[src/hdl/sample_mean_variance_defines.svh]
// ----------------------------------------------------------------------------
// Sample mean/variance assertion macros
// Shared concurrent check templates, clocked on clock, disabled in reset.
// ----------------------------------------------------------------------------
`ifndef SAMPLE_MEAN_VARIANCE_DEFINES_SVH
`define SAMPLE_MEAN_VARIANCE_DEFINES_SVH

// same-cycle implication
`define SMV_ASSERT_IMPL(label, ante, cons) \
   label: assert property (@(posedge clock) disable iff (reset) (ante) |-> (cons)) \
      else $error("smv check failed: same-cycle implication");

// next-cycle implication
`define SMV_ASSERT_NEXT(label, ante, cons) \
   label: assert property (@(posedge clock) disable iff (reset) (ante) |=> (cons)) \
      else $error("smv check failed: next-cycle implication");

`endif

[src/hdl/smv_pkg.sv]
// ----------------------------------------------------------------------------
// Sample mean/variance package
// Widths, limits and the list summary carried from the front to the back.
// ----------------------------------------------------------------------------
package smv_pkg;

   localparam int SAMPLE_WIDTH      = 16;
   localparam int COUNT_WIDTH       = 16;
   localparam int FRAC_BITS         = 16;
   localparam int MEAN_WIDTH        = 32;
   localparam int VAR_WIDTH         = 46;
   localparam int COUNT_OUT_WIDTH   = 16;

   localparam int SQR_WIDTH         = 2 * SAMPLE_WIDTH - 1;
   localparam int SUM_WIDTH         = SAMPLE_WIDTH + COUNT_WIDTH;
   localparam int SQ_WIDTH          = 2 * SAMPLE_WIDTH + COUNT_WIDTH - 2;
   localparam int ACC_WIDTH         = SQ_WIDTH + COUNT_WIDTH;
   localparam int DVD_WIDTH         = ACC_WIDTH + FRAC_BITS;
   localparam int DVS_WIDTH         = 2 * COUNT_WIDTH;
   localparam int MEAN_DVD_WIDTH    = SUM_WIDTH + FRAC_BITS;
   localparam int STEP_WIDTH        = $clog2(DVD_WIDTH + 1);
   localparam int SAT_BASE_WIDTH    = (DVD_WIDTH > MEAN_WIDTH) ? DVD_WIDTH : MEAN_WIDTH;
   localparam int SAT_WIDTH         =
      ((SAT_BASE_WIDTH > VAR_WIDTH) ? SAT_BASE_WIDTH : VAR_WIDTH) + 1;

   localparam int QUEUE_DEPTH       = 2;
   localparam int QPTR_WIDTH        = (QUEUE_DEPTH > 1) ? $clog2(QUEUE_DEPTH) : 1;
   localparam int QCOUNT_WIDTH      = $clog2(QUEUE_DEPTH + 1);

   localparam int REQ_DATA_WIDTH    = ((SAMPLE_WIDTH + 7) / 8) * 8;
   localparam int RSP_FIELD_WIDTH   = MEAN_WIDTH + VAR_WIDTH + COUNT_OUT_WIDTH;
   localparam int RSP_DATA_WIDTH    = ((RSP_FIELD_WIDTH + 7) / 8) * 8;

   localparam logic [COUNT_WIDTH-1:0] COUNT_MAX    = '1;
   localparam logic [VAR_WIDTH-1:0]   VAR_MAX      = '1;
   localparam logic [MEAN_WIDTH-1:0]  MEAN_POS_MAX = {1'b0, {(MEAN_WIDTH - 1){1'b1}}};
   localparam logic [MEAN_WIDTH-1:0]  MEAN_NEG_MIN = {1'b1, {(MEAN_WIDTH - 1){1'b0}}};

   typedef struct packed {
      logic signed [SUM_WIDTH-1:0] sum;
      logic [SQ_WIDTH-1:0]         sq;
      logic [COUNT_WIDTH-1:0]      count;
      logic                        dropped;
   } smv_job_type;

endpackage

[src/hdl/smv_queue.sv]
// ----------------------------------------------------------------------------
// Sample mean/variance job queue
// Short FIFO of finished list summaries between the front and the back.
// ----------------------------------------------------------------------------
`include "sample_mean_variance_defines.svh"

module smv_queue (
   input  logic                 clock,
   input  logic                 reset,
   input  logic                 push_valid,
   input  smv_pkg::smv_job_type push_job,
   output logic                 full,
   input  logic                 pop,
   output smv_pkg::smv_job_type head_job,
   output logic                 not_empty
);
   import smv_pkg::*;

   smv_job_type             entry_ff [QUEUE_DEPTH];
   logic [QPTR_WIDTH-1:0]   wr_ptr_ff, wr_ptr_in;
   logic [QPTR_WIDTH-1:0]   rd_ptr_ff, rd_ptr_in;
   logic [QCOUNT_WIDTH-1:0] count_ff, count_in;

   always_comb begin
      wr_ptr_in = wr_ptr_ff;
      rd_ptr_in = rd_ptr_ff;
      count_in  = count_ff;
      if (push_valid) begin
         wr_ptr_in = (wr_ptr_ff == QPTR_WIDTH'(QUEUE_DEPTH - 1)) ? '0 : wr_ptr_ff + 1'b1;
      end
      if (pop) begin
         rd_ptr_in = (rd_ptr_ff == QPTR_WIDTH'(QUEUE_DEPTH - 1)) ? '0 : rd_ptr_ff + 1'b1;
      end
      unique case ({push_valid, pop})
         2'b10:   count_in = count_ff + 1'b1;
         2'b01:   count_in = count_ff - 1'b1;
         default: count_in = count_ff;
      endcase
   end

   always_ff @(posedge clock) begin
      if (reset) begin
         wr_ptr_ff <= '0;
         rd_ptr_ff <= '0;
         count_ff  <= '0;
      end else begin
         wr_ptr_ff <= wr_ptr_in;
         rd_ptr_ff <= rd_ptr_in;
         count_ff  <= count_in;
      end
   end

   always_ff @(posedge clock) begin
      if (push_valid) begin
         entry_ff[wr_ptr_ff] <= push_job;
      end
   end

   assign head_job  = entry_ff[rd_ptr_ff];
   assign not_empty = (count_ff != '0);
   assign full      = (count_ff == QCOUNT_WIDTH'(QUEUE_DEPTH));

   `SMV_ASSERT_IMPL(a_push_has_room, push_valid, count_ff != QCOUNT_WIDTH'(QUEUE_DEPTH))
   `SMV_ASSERT_IMPL(a_pop_has_entry, pop, count_ff != '0)

endmodule

[src/hdl/smv_front.sv]
// ----------------------------------------------------------------------------
// Sample mean/variance front end
// Takes samples, squares them, keeps running sum, square sum and count,
// and hands a list summary to the queue on the last sample.
// ----------------------------------------------------------------------------
`include "sample_mean_variance_defines.svh"

module smv_front (
   input  logic                                    clock,
   input  logic                                    reset,
   input  logic                                    in_valid,
   output logic                                    in_ready,
   input  logic signed [smv_pkg::SAMPLE_WIDTH-1:0] in_sample,
   input  logic                                    in_last,
   input  logic                                    queue_full,
   output logic                                    push_valid,
   output smv_pkg::smv_job_type                    push_job
);
   import smv_pkg::*;

   logic                           s1_valid_ff, s1_valid_in;
   logic signed [SAMPLE_WIDTH-1:0] s1_sample_ff, s1_sample_in;
   logic [SQR_WIDTH-1:0]           s1_square_ff, s1_square_in;
   logic                           s1_last_ff, s1_last_in;

   logic signed [SUM_WIDTH-1:0]    sum_ff, sum_in;
   logic [SQ_WIDTH-1:0]            sq_ff, sq_in;
   logic [COUNT_WIDTH-1:0]         count_ff, count_in;
   logic                           dropped_ff, dropped_in;

   logic signed [2*SAMPLE_WIDTH-1:0] product;
   logic                             stall;
   logic                             advance;
   logic                             room;
   logic signed [SUM_WIDTH-1:0]      sum_next;
   logic [SQ_WIDTH-1:0]              sq_next;
   logic [COUNT_WIDTH-1:0]           count_next;
   logic                             dropped_next;

   assign stall    = s1_valid_ff & s1_last_ff & queue_full;
   assign in_ready = ~stall;
   assign advance  = s1_valid_ff & ~stall;
   assign product  = (2*SAMPLE_WIDTH)'(in_sample) * (2*SAMPLE_WIDTH)'(in_sample);

   always_comb begin
      s1_valid_in  = s1_valid_ff;
      s1_sample_in = s1_sample_ff;
      s1_square_in = s1_square_ff;
      s1_last_in   = s1_last_ff;
      if (!stall) begin
         s1_valid_in  = in_valid;
         s1_sample_in = in_sample;
         s1_square_in = SQR_WIDTH'(unsigned'(product));
         s1_last_in   = in_last;
      end
   end

   always_comb begin
      room         = (count_ff != COUNT_MAX);
      sum_next     = room ? sum_ff + SUM_WIDTH'(s1_sample_ff) : sum_ff;
      sq_next      = room ? sq_ff + SQ_WIDTH'(s1_square_ff) : sq_ff;
      count_next   = room ? count_ff + 1'b1 : count_ff;
      dropped_next = dropped_ff | ~room;

      sum_in     = sum_ff;
      sq_in      = sq_ff;
      count_in   = count_ff;
      dropped_in = dropped_ff;
      if (advance) begin
         if (s1_last_ff) begin
            sum_in     = '0;
            sq_in      = '0;
            count_in   = '0;
            dropped_in = 1'b0;
         end else begin
            sum_in     = sum_next;
            sq_in      = sq_next;
            count_in   = count_next;
            dropped_in = dropped_next;
         end
      end
   end

   assign push_valid       = advance & s1_last_ff;
   assign push_job.sum     = sum_next;
   assign push_job.sq      = sq_next;
   assign push_job.count   = count_next;
   assign push_job.dropped = dropped_next;

   always_ff @(posedge clock) begin
      if (reset) begin
         s1_valid_ff <= 1'b0;
         sum_ff      <= '0;
         sq_ff       <= '0;
         count_ff    <= '0;
         dropped_ff  <= 1'b0;
      end else begin
         s1_valid_ff <= s1_valid_in;
         sum_ff      <= sum_in;
         sq_ff       <= sq_in;
         count_ff    <= count_in;
         dropped_ff  <= dropped_in;
      end
   end

   always_ff @(posedge clock) begin
      s1_sample_ff <= s1_sample_in;
      s1_square_ff <= s1_square_in;
      s1_last_ff   <= s1_last_in;
   end

   `SMV_ASSERT_IMPL(a_drop_only_when_full, dropped_ff, count_ff == COUNT_MAX)
   `SMV_ASSERT_NEXT(a_clear_after_last, push_valid, count_ff == '0 && !dropped_ff)

endmodule

[src/hdl/smv_back.sv]
// ----------------------------------------------------------------------------
// Sample mean/variance back end
// Sequencer with a shared shift-add multiplier and restoring divider:
// mean = |sum|*2^16/n, then n*sumsq - sum^2, then variance over n^2.
// ----------------------------------------------------------------------------
`include "sample_mean_variance_defines.svh"

module smv_back (
   input  logic                                     clock,
   input  logic                                     reset,
   input  logic                                     job_ready,
   input  smv_pkg::smv_job_type                     head_job,
   output logic                                     pop,
   output logic                                     rsp_valid,
   input  logic                                     rsp_ready,
   output logic [smv_pkg::MEAN_WIDTH-1:0]           rsp_mean,
   output logic [smv_pkg::VAR_WIDTH-1:0]            rsp_variance,
   output logic [smv_pkg::COUNT_OUT_WIDTH-1:0]      rsp_count,
   output logic                                     rsp_overflow
);
   import smv_pkg::*;

   typedef enum logic [2:0] {
      ST_IDLE,
      ST_MEAN_DIV,
      ST_MEAN_END,
      ST_NQ_MUL,
      ST_SQ_MUL,
      ST_VAR_START,
      ST_VAR_DIV,
      ST_FINISH
   } state_type;

   state_type               state_ff, state_in;
   logic [STEP_WIDTH-1:0]   step_ff, step_in;
   logic [COUNT_WIDTH-1:0]  cnt_ff, cnt_in;
   logic                    drop_ff, drop_in;
   logic [SQ_WIDTH-1:0]     sq_ff, sq_in;
   logic [SUM_WIDTH-1:0]    mag_ff, mag_in;
   logic                    neg_ff, neg_in;
   logic [DVS_WIDTH-1:0]    nn_ff, nn_in;
   logic [MEAN_WIDTH-1:0]   mean_ff, mean_in;
   logic [ACC_WIDTH-1:0]    acc_ff, acc_in;
   logic [ACC_WIDTH-1:0]    mul_a_ff, mul_a_in;
   logic [SUM_WIDTH-1:0]    mul_b_ff, mul_b_in;
   logic [DVD_WIDTH-1:0]    dvd_ff, dvd_in;
   logic [DVS_WIDTH-1:0]    dvs_ff, dvs_in;
   logic [DVS_WIDTH:0]      rem_ff, rem_in;
   logic [DVD_WIDTH-1:0]    quo_ff, quo_in;
   logic                    rsp_valid_ff, rsp_valid_in;
   logic [MEAN_WIDTH-1:0]   rsp_mean_ff, rsp_mean_in;
   logic [VAR_WIDTH-1:0]    rsp_var_ff, rsp_var_in;
   logic [COUNT_OUT_WIDTH-1:0] rsp_count_ff, rsp_count_in;
   logic                    rsp_over_ff, rsp_over_in;

   logic [SUM_WIDTH-1:0]    head_mag;
   logic [DVS_WIDTH:0]      rem_shift;
   logic                    rem_ge;
   logic [DVS_WIDTH:0]      rem_step;
   logic [DVD_WIDTH-1:0]    quo_step;
   logic [DVD_WIDTH-1:0]    dvd_step;
   logic [ACC_WIDTH-1:0]    mul_term;
   logic [SAT_WIDTH-1:0]    quo_wide;
   logic [MEAN_WIDTH-1:0]   mean_sat;
   logic [VAR_WIDTH-1:0]    var_sat;
   logic                    last_step;
   logic                    out_free;

   assign head_mag  = head_job.sum[SUM_WIDTH-1] ? unsigned'(-head_job.sum)
                                                : unsigned'(head_job.sum);
   assign rem_shift = {rem_ff[DVS_WIDTH-1:0], dvd_ff[DVD_WIDTH-1]};
   assign rem_ge    = (rem_shift >= {1'b0, dvs_ff});
   assign rem_step  = rem_ge ? rem_shift - {1'b0, dvs_ff} : rem_shift;
   assign quo_step  = {quo_ff[DVD_WIDTH-2:0], rem_ge};
   assign dvd_step  = {dvd_ff[DVD_WIDTH-2:0], 1'b0};
   assign mul_term  = mul_b_ff[0] ? mul_a_ff : '0;
   assign last_step = (step_ff == STEP_WIDTH'(1));
   assign out_free  = ~rsp_valid_ff | rsp_ready;
   assign quo_wide  = SAT_WIDTH'(quo_ff);

   always_comb begin
      if (neg_ff) begin
         mean_sat = (quo_wide > SAT_WIDTH'(MEAN_NEG_MIN)) ? MEAN_NEG_MIN
                                                          : -MEAN_WIDTH'(quo_ff);
      end else begin
         mean_sat = (quo_wide > SAT_WIDTH'(MEAN_POS_MAX)) ? MEAN_POS_MAX
                                                          : MEAN_WIDTH'(quo_ff);
      end
      var_sat = (quo_wide > SAT_WIDTH'(VAR_MAX)) ? VAR_MAX : VAR_WIDTH'(quo_ff);
   end

   always_comb begin
      state_in     = state_ff;
      step_in      = step_ff;
      cnt_in       = cnt_ff;
      drop_in      = drop_ff;
      sq_in        = sq_ff;
      mag_in       = mag_ff;
      neg_in       = neg_ff;
      nn_in        = DVS_WIDTH'(cnt_ff) * DVS_WIDTH'(cnt_ff);
      mean_in      = mean_ff;
      acc_in       = acc_ff;
      mul_a_in     = mul_a_ff;
      mul_b_in     = mul_b_ff;
      dvd_in       = dvd_ff;
      dvs_in       = dvs_ff;
      rem_in       = rem_ff;
      quo_in       = quo_ff;
      rsp_valid_in = rsp_valid_ff & ~rsp_ready;
      rsp_mean_in  = rsp_mean_ff;
      rsp_var_in   = rsp_var_ff;
      rsp_count_in = rsp_count_ff;
      rsp_over_in  = rsp_over_ff;
      pop          = 1'b0;

      unique case (state_ff)
         ST_IDLE: begin
            if (job_ready) begin
               pop      = 1'b1;
               cnt_in   = head_job.count;
               drop_in  = head_job.dropped;
               sq_in    = head_job.sq;
               mag_in   = head_mag;
               neg_in   = head_job.sum[SUM_WIDTH-1];
               dvd_in   = DVD_WIDTH'({head_mag, {FRAC_BITS{1'b0}}})
                          << (DVD_WIDTH - MEAN_DVD_WIDTH);
               dvs_in   = DVS_WIDTH'(head_job.count);
               rem_in   = '0;
               quo_in   = '0;
               step_in  = STEP_WIDTH'(MEAN_DVD_WIDTH);
               state_in = ST_MEAN_DIV;
            end
         end
         ST_MEAN_DIV: begin
            rem_in  = rem_step;
            quo_in  = quo_step;
            dvd_in  = dvd_step;
            step_in = step_ff - 1'b1;
            if (last_step) begin
               state_in = ST_MEAN_END;
            end
         end
         ST_MEAN_END: begin
            mean_in  = mean_sat;
            acc_in   = '0;
            mul_a_in = ACC_WIDTH'(sq_ff);
            mul_b_in = SUM_WIDTH'(cnt_ff);
            step_in  = STEP_WIDTH'(COUNT_WIDTH);
            state_in = ST_NQ_MUL;
         end
         ST_NQ_MUL: begin
            acc_in   = acc_ff + mul_term;
            mul_a_in = {mul_a_ff[ACC_WIDTH-2:0], 1'b0};
            mul_b_in = mul_b_ff >> 1;
            step_in  = step_ff - 1'b1;
            if (last_step) begin
               mul_a_in = ACC_WIDTH'(mag_ff);
               mul_b_in = mag_ff;
               step_in  = STEP_WIDTH'(SUM_WIDTH);
               state_in = ST_SQ_MUL;
            end
         end
         ST_SQ_MUL: begin
            acc_in   = acc_ff - mul_term;
            mul_a_in = {mul_a_ff[ACC_WIDTH-2:0], 1'b0};
            mul_b_in = mul_b_ff >> 1;
            step_in  = step_ff - 1'b1;
            if (last_step) begin
               state_in = ST_VAR_START;
            end
         end
         ST_VAR_START: begin
            dvd_in   = {acc_ff, {FRAC_BITS{1'b0}}};
            dvs_in   = nn_ff;
            rem_in   = '0;
            quo_in   = '0;
            step_in  = STEP_WIDTH'(DVD_WIDTH);
            state_in = ST_VAR_DIV;
         end
         ST_VAR_DIV: begin
            rem_in  = rem_step;
            quo_in  = quo_step;
            dvd_in  = dvd_step;
            step_in = step_ff - 1'b1;
            if (last_step) begin
               state_in = ST_FINISH;
            end
         end
         ST_FINISH: begin
            if (out_free) begin
               rsp_valid_in = 1'b1;
               rsp_mean_in  = (cnt_ff == '0) ? '0 : mean_ff;
               rsp_var_in   = (cnt_ff == '0) ? '0 : var_sat;
               rsp_count_in = COUNT_OUT_WIDTH'(cnt_ff);
               rsp_over_in  = drop_ff;
               state_in     = ST_IDLE;
            end
         end
         default: state_in = ST_IDLE;
      endcase
   end

   always_ff @(posedge clock) begin
      if (reset) begin
         state_ff     <= ST_IDLE;
         rsp_valid_ff <= 1'b0;
      end else begin
         state_ff     <= state_in;
         rsp_valid_ff <= rsp_valid_in;
         step_ff      <= step_in;
         cnt_ff       <= cnt_in;
         drop_ff      <= drop_in;
         sq_ff        <= sq_in;
         mag_ff       <= mag_in;
         neg_ff       <= neg_in;
         nn_ff        <= nn_in;
         mean_ff      <= mean_in;
         acc_ff       <= acc_in;
         mul_a_ff     <= mul_a_in;
         mul_b_ff     <= mul_b_in;
         dvd_ff       <= dvd_in;
         dvs_ff       <= dvs_in;
         rem_ff       <= rem_in;
         quo_ff       <= quo_in;
         rsp_mean_ff  <= rsp_mean_in;
         rsp_var_ff   <= rsp_var_in;
         rsp_count_ff <= rsp_count_in;
         rsp_over_ff  <= rsp_over_in;
      end
   end

   assign rsp_valid    = rsp_valid_ff;
   assign rsp_mean     = rsp_mean_ff;
   assign rsp_variance = rsp_var_ff;
   assign rsp_count    = rsp_count_ff;
   assign rsp_overflow = rsp_over_ff;

   `SMV_ASSERT_IMPL(a_rem_below_divisor,
      (state_ff == ST_MEAN_DIV || state_ff == ST_VAR_DIV) && dvs_ff != '0,
      rem_ff < {1'b0, dvs_ff})

endmodule

[src/hdl/sample_mean_variance.sv]
// ----------------------------------------------------------------------------
// Sample mean/variance: samples stream in at one per cycle unless the front
// end stalls a list's last sample while the summary queue is full. Per list
// the back end runs the mean divide, the two shift-add products and the
// variance divide: divider and shift-add steps, one bit each.
// A two-entry summary queue lets the next lists accumulate meanwhile.
// Synchronous active-high reset clears accumulators, queue and output valid.
// ----------------------------------------------------------------------------
module sample_mean_variance (
   input  logic                                 clock,
   input  logic                                 reset,
   input  logic                                 req_tvalid,
   output logic                                 req_tready,
   input  logic [smv_pkg::REQ_DATA_WIDTH-1:0]   req_tdata,   // sample
   input  logic                                 req_tlast,
   output logic                                 rsp_tvalid,
   input  logic                                 rsp_tready,
   output logic [smv_pkg::RSP_DATA_WIDTH-1:0]   rsp_tdata,   // mean, variance, sample_count
   output logic                                 rsp_tuser    // overflow
);
   import smv_pkg::*;

   logic                          push_valid;
   smv_job_type                   push_job;
   logic                          queue_full;
   logic                          pop;
   smv_job_type                   head_job;
   logic                          not_empty;
   logic [MEAN_WIDTH-1:0]         rsp_mean;
   logic [VAR_WIDTH-1:0]          rsp_variance;
   logic [COUNT_OUT_WIDTH-1:0]    rsp_count;

   smv_front u_front (
      .clock      (clock),
      .reset      (reset),
      .in_valid   (req_tvalid),
      .in_ready   (req_tready),
      .in_sample  (signed'(req_tdata[SAMPLE_WIDTH-1:0])),
      .in_last    (req_tlast),
      .queue_full (queue_full),
      .push_valid (push_valid),
      .push_job   (push_job)
   );

   smv_queue u_queue (
      .clock      (clock),
      .reset      (reset),
      .push_valid (push_valid),
      .push_job   (push_job),
      .full       (queue_full),
      .pop        (pop),
      .head_job   (head_job),
      .not_empty  (not_empty)
   );

   smv_back u_back (
      .clock        (clock),
      .reset        (reset),
      .job_ready    (not_empty),
      .head_job     (head_job),
      .pop          (pop),
      .rsp_valid    (rsp_tvalid),
      .rsp_ready    (rsp_tready),
      .rsp_mean     (rsp_mean),
      .rsp_variance (rsp_variance),
      .rsp_count    (rsp_count),
      .rsp_overflow (rsp_tuser)
   );

   assign rsp_tdata = RSP_DATA_WIDTH'({rsp_count, rsp_variance, rsp_mean});

endmodule

[config.mk]
export PLATFORM = sky130hd
export DESIGN_NAME = sample_mean_variance
export DESIGN_NICKNAME = d
export VERILOG_FILES = /design/src/hdl/smv_pkg.sv /design/src/hdl/smv_queue.sv /design/src/hdl/smv_front.sv /design/src/hdl/smv_back.sv /design/src/hdl/sample_mean_variance.sv
export VERILOG_INCLUDE_DIRS = /design/src /design/src/hdl
export SDC_FILE = /design/constraint.sdc
export NUM_CORES = 2
export LEC_CHECK = 0
export BUFFER_PORTS_ARGS = -buffer_cell sky130_fd_sc_hd__buf_2
export CORE_ASPECT_RATIO = 0.8
export CORE_UTILIZATION = 45
export CTS_CLUSTER_SIZE = 16
export DETAILED_ROUTE_END_ITERATION = 10
export MAX_ROUTING_LAYER = met4
export PLACE_DENSITY = 0.57
export REMOVE_ABC_BUFFERS = 1
export SYNTH_ARGS = -nofsm -noshare
export SYNTH_HDL_FRONTEND = slang
export SYNTH_SLANG_ARGS = --single-unit
[constraint.sdc]
create_clock -name clock -period 13.9 [get_ports clock]
set_input_delay 2.78 -clock clock [delete_from_list [all_inputs] [get_ports clock]]
set_output_delay 2.78 -clock clock [all_outputs]
set_load 0.01 [all_outputs]
==> results.md <==
- Status: completed
- R2R setup slack: 6.81 ns
- Initial detailed-routing violation count: 3413
- Syn Inst Count: 6058
- CP Cell Sequence: buf_2 -> clkinv_1 -> nor2_1 -> fa_1 -> inv_1 -> fa_1 -> inv_1 -> fa_1 -> fa_1 -> fa_1 -> inv_1 -> fa_1 -> inv_1 -> ha_1 -> a21oi_1 -> nand2_1 -> a2111oi_0 -> o41ai_1 -> a21oi_1 -> nor2b_1 -> o21a_1 -> o41a_1 -> xnor2_1
- CP Capture Type: flop
- Filler cells: 12800
- Synth Warn #: 0
- CTS Root Cell: clkbuf_16
- Postcts setup bufs: 0
- Crit path max fanout: 18
- CP bufs+invs: 6
- Fin. max-slew vios: 0
- # setup viols final: 0
- R2r startpoint: u_back.cnt_ff[12]
- Die Ht: 340 um
- Commonest non-fill, non-tap cells in the layout: edfxtp_1, inv_1, nand2_1, fa_1, nor2_1
- Worst Tran Pin Value: 1.22 ns
- Area delta synth->final: 9.33%
- GPL Wtd Cong: 0.892
- Die area: 144000 um2
- Share of layout cells above drive strength 1: 7.61%
- Die Span X: 425 um
- Number of synthesized flops with an enable pin: 857
- Setup slack after layout: 4.39 ns
- Share of the synthesized area in the top cell type: 40.0%
- Worst Path Required: 14.34 ns
- Synthesized area per cell: 10.6 um2
- Post-synth ARST share: 0%
- Final nets: 6843
- Sinks on Clock Net: 962
- Leading cell type in the layout, fill and taps excluded: edfxtp_1
- Grt ovf: 0
- Max transition margin: 18.1%
- Htree depth: 3
- CTS tree: built
- Vias/cell: 5.44
- Crit path time final: 9.51 ns
- Fmax: 105 MHz
- Initial antenna violation count: 5
- Starting Density: 45.5%
- Delay-heaviest family, CP: adder cells
- Leading area contributor after synthesis: edfxtp_1
- WL per Instance: 19.7 um
- Synth Flop Type: edfxtp_1
- Tot GR Track Use: 22.5%
- Hold Path Origin: u_front.sum_ff[30]
- Hold Fails Final Rpt: 0
- Vias in the first global route: 42800
- Ranking of synthesized cells by area: edfxtp_1, fa_1, ha_1
- Clock Tree Buf Depth: 3
- Max cap viols: 0
- Yosys cell types: 90
- HPWL after DPL: 115000 um
- Top Ports: 120
- RSZ-0062 raised after global routing: false
- Post-Route Setup TNS: 0 ns
- Crit path largest cell delay: 0.78 ns
- Seq cells post-synth: 962
- IO buf count: 117
- CP most frequent cell: fa_1
- Via count: 43700
- DRT antenna net count: 0
- Worst min path class: reg2reg
- Post-Syn Area: 64300 um2
- Seq/Total Area, Yosys: 43.3%
- Critical path class: in2reg
- Critical Path AT: 9.95 ns
- DRC Markers: 0
- First-pass GRT wire length: 248000 um
- Worst-path clk slew: 0.07 ns
- Post-Route WL: 159000 um
- Crit start category: input pin
- Worst-Skew Late Latency: 0.73 ns
- Largest net degree at the start of global routing: 173
- Multi-input gate area: 32900 um2
- Clock Skew: 0.0479 ns
- Core Region: 141000 um2
- Post-cts resize count: 0
- CTS Hold Bufs: 0
- Critical path launch point: req_tdata[15]
- CTS Buf Count: 102
- Part of the cycle the worst path needs: 68.4%
- Slowest CP cell: a2111oi_0
- Number of iterations in the first detailed-routing pass: 5
- Row cnt: 123
- Pre-CTS setup slack: 3.59 ns
- Register Area: 27800 um2
## synth_stat cells, types with 10 or more instances
library cell / instances
edfxtp_1: 857
inv_1: 709
nand2_1: 599
nor2_1: 403
fa_1: 399
ha_1: 347
a21oi_1: 284
and2_1: 263
o21ai_0: 236
clkbuf_1: 226
xnor2_1: 202
a21o_1: 124
xor2_1: 121
dfxtp_1: 105
nand3_1: 91
o21a_1: 90
nor3_1: 78
mux2_2: 72
a22oi_1: 71
a22o_1: 70
mux2i_1: 52
or3_1: 45
o21bai_1: 41
nand4_1: 40
nand2b_1: 39
a221o_1: 38
nor2b_1: 33
and3_1: 28
buf_1: 28
nor4_1: 26
a31oi_1: 25
o211ai_1: 23
a211oi_1: 21
or2_2: 20
o31ai_1: 18
a222oi_1: 16
or4_1: 14
a31o_2: 12
o41ai_1: 12
nor3b_1: 11
a21boi_0: 10
nand3b_1: 10
o311ai_0: 10
## layer usage
layer	wire length [um]	track usage, %	up-vias	part of all wire, %
met1	80800	34.5	21400	51
met5	0	-	-	0
li1	-	-	21100	-
met4	3140	4.73	0	2.0
met3	8150	2.93	189	5.1
met2	66500	31.7	1024	42
## logic make-up (layout without fill, tap and decap cells)
| group | after synthesis | after routing | synth area share (%) |
|---|---|---|---|
| other cells | 1 | 3 | 0.00583 |
| simple gates | 1726 | 1726 | 12.7 |
| compound gates | 1202 | 1202 | 12.7 |
| buf+inv | 974 | 1080 | 5.71 |
| mux | 124 | 124 | 2.07 |
| fa+ha+maj | 746 | 746 | 19.2 |
| flops | 962 | 962 | 43.3 |
| xor+xnor | 323 | 323 | 4.40 |
## per-stage QoR
stage,util (%),hold slack (ns),area [um2],std cells
global placement,47.3,0.469,66900,7847
global route,49.8,0.518,70300,8040
floorplan,-,0.400,63300,5796
finish,49.8,0.489,70300,8041
detailed placement,47.3,0.482,66900,7847
CTS,49.8,0.493,70300,8040
## worst paths after layout
path                         endpoint  depth (start not counted)
max reg2reg          u_back.nn_ff[25]                         23
max          u_front.s1_square_ff[30]                         23
min reg2reg        u_front.sum_ff[30]                          2
min                u_front.sum_ff[30]                          2
## worst register-to-register path: stages, from the launching register on
cell,delay (ns)
edfxtp_1,0.62
buf_4,0.32
nand2_1,0.15
inv_1,0.08
fa_1,0.54
inv_1,0.06
fa_1,0.48
inv_1,0.05
fa_1,0.50
fa_1,0.52
fa_1,0.54
inv_1,0.05
fa_1,0.52
inv_1,0.04
ha_1,0.35
a21o_1,0.18
a21oi_1,0.14
nor2b_1,0.06
o21ai_0,0.38
or3b_2,0.55
a211oi_1,0.32
o21ai_0,0.13
a21oi_1,0.18
xnor2_1,0.09
## flip-flops by register name (all words and copies together), names as in the netlist, 3 cells and up, named ones only
register,flops
u_back.mul_b_ff,32
u_back.acc_ff,62
u_back.cnt_ff,16
u_front.sq_ff,46
u_back.nn_ff,31
u_back.sq_ff,46
u_back.state_ff,3
u_queue.entry_ff,190
u_back.rem_ff,32
u_front.sum_ff,32
u_back.rsp_variance,46
u_back.rsp_count,16
u_back.step_ff,7
u_back.mean_ff,32
u_back.dvd_ff,62
u_back.mag_ff,32
u_front.count_ff,16
u_back.quo_ff,78
u_front.s1_square_ff,30
u_back.dvs_ff,32
u_back.rsp_mean,32
u_front.s1_sample_ff,15
u_back.mul_a_ff,62
## final cells by class
cell class                 count  share of cell area (%)
antenna                        1                 0.00356
timing repair buffer         176                    1.50
clock buffer                 136                    3.93
tap                         1875                    3.34
inverter                     711                    3.79
multi-input combinational   4123                    46.8
clock inverter                57                    1.01
sequential                   962                    39.6
Power is left out: the tool's default activity adds up to more than one toggle a clock period on the data nets, which glitch-free logic cannot reach.
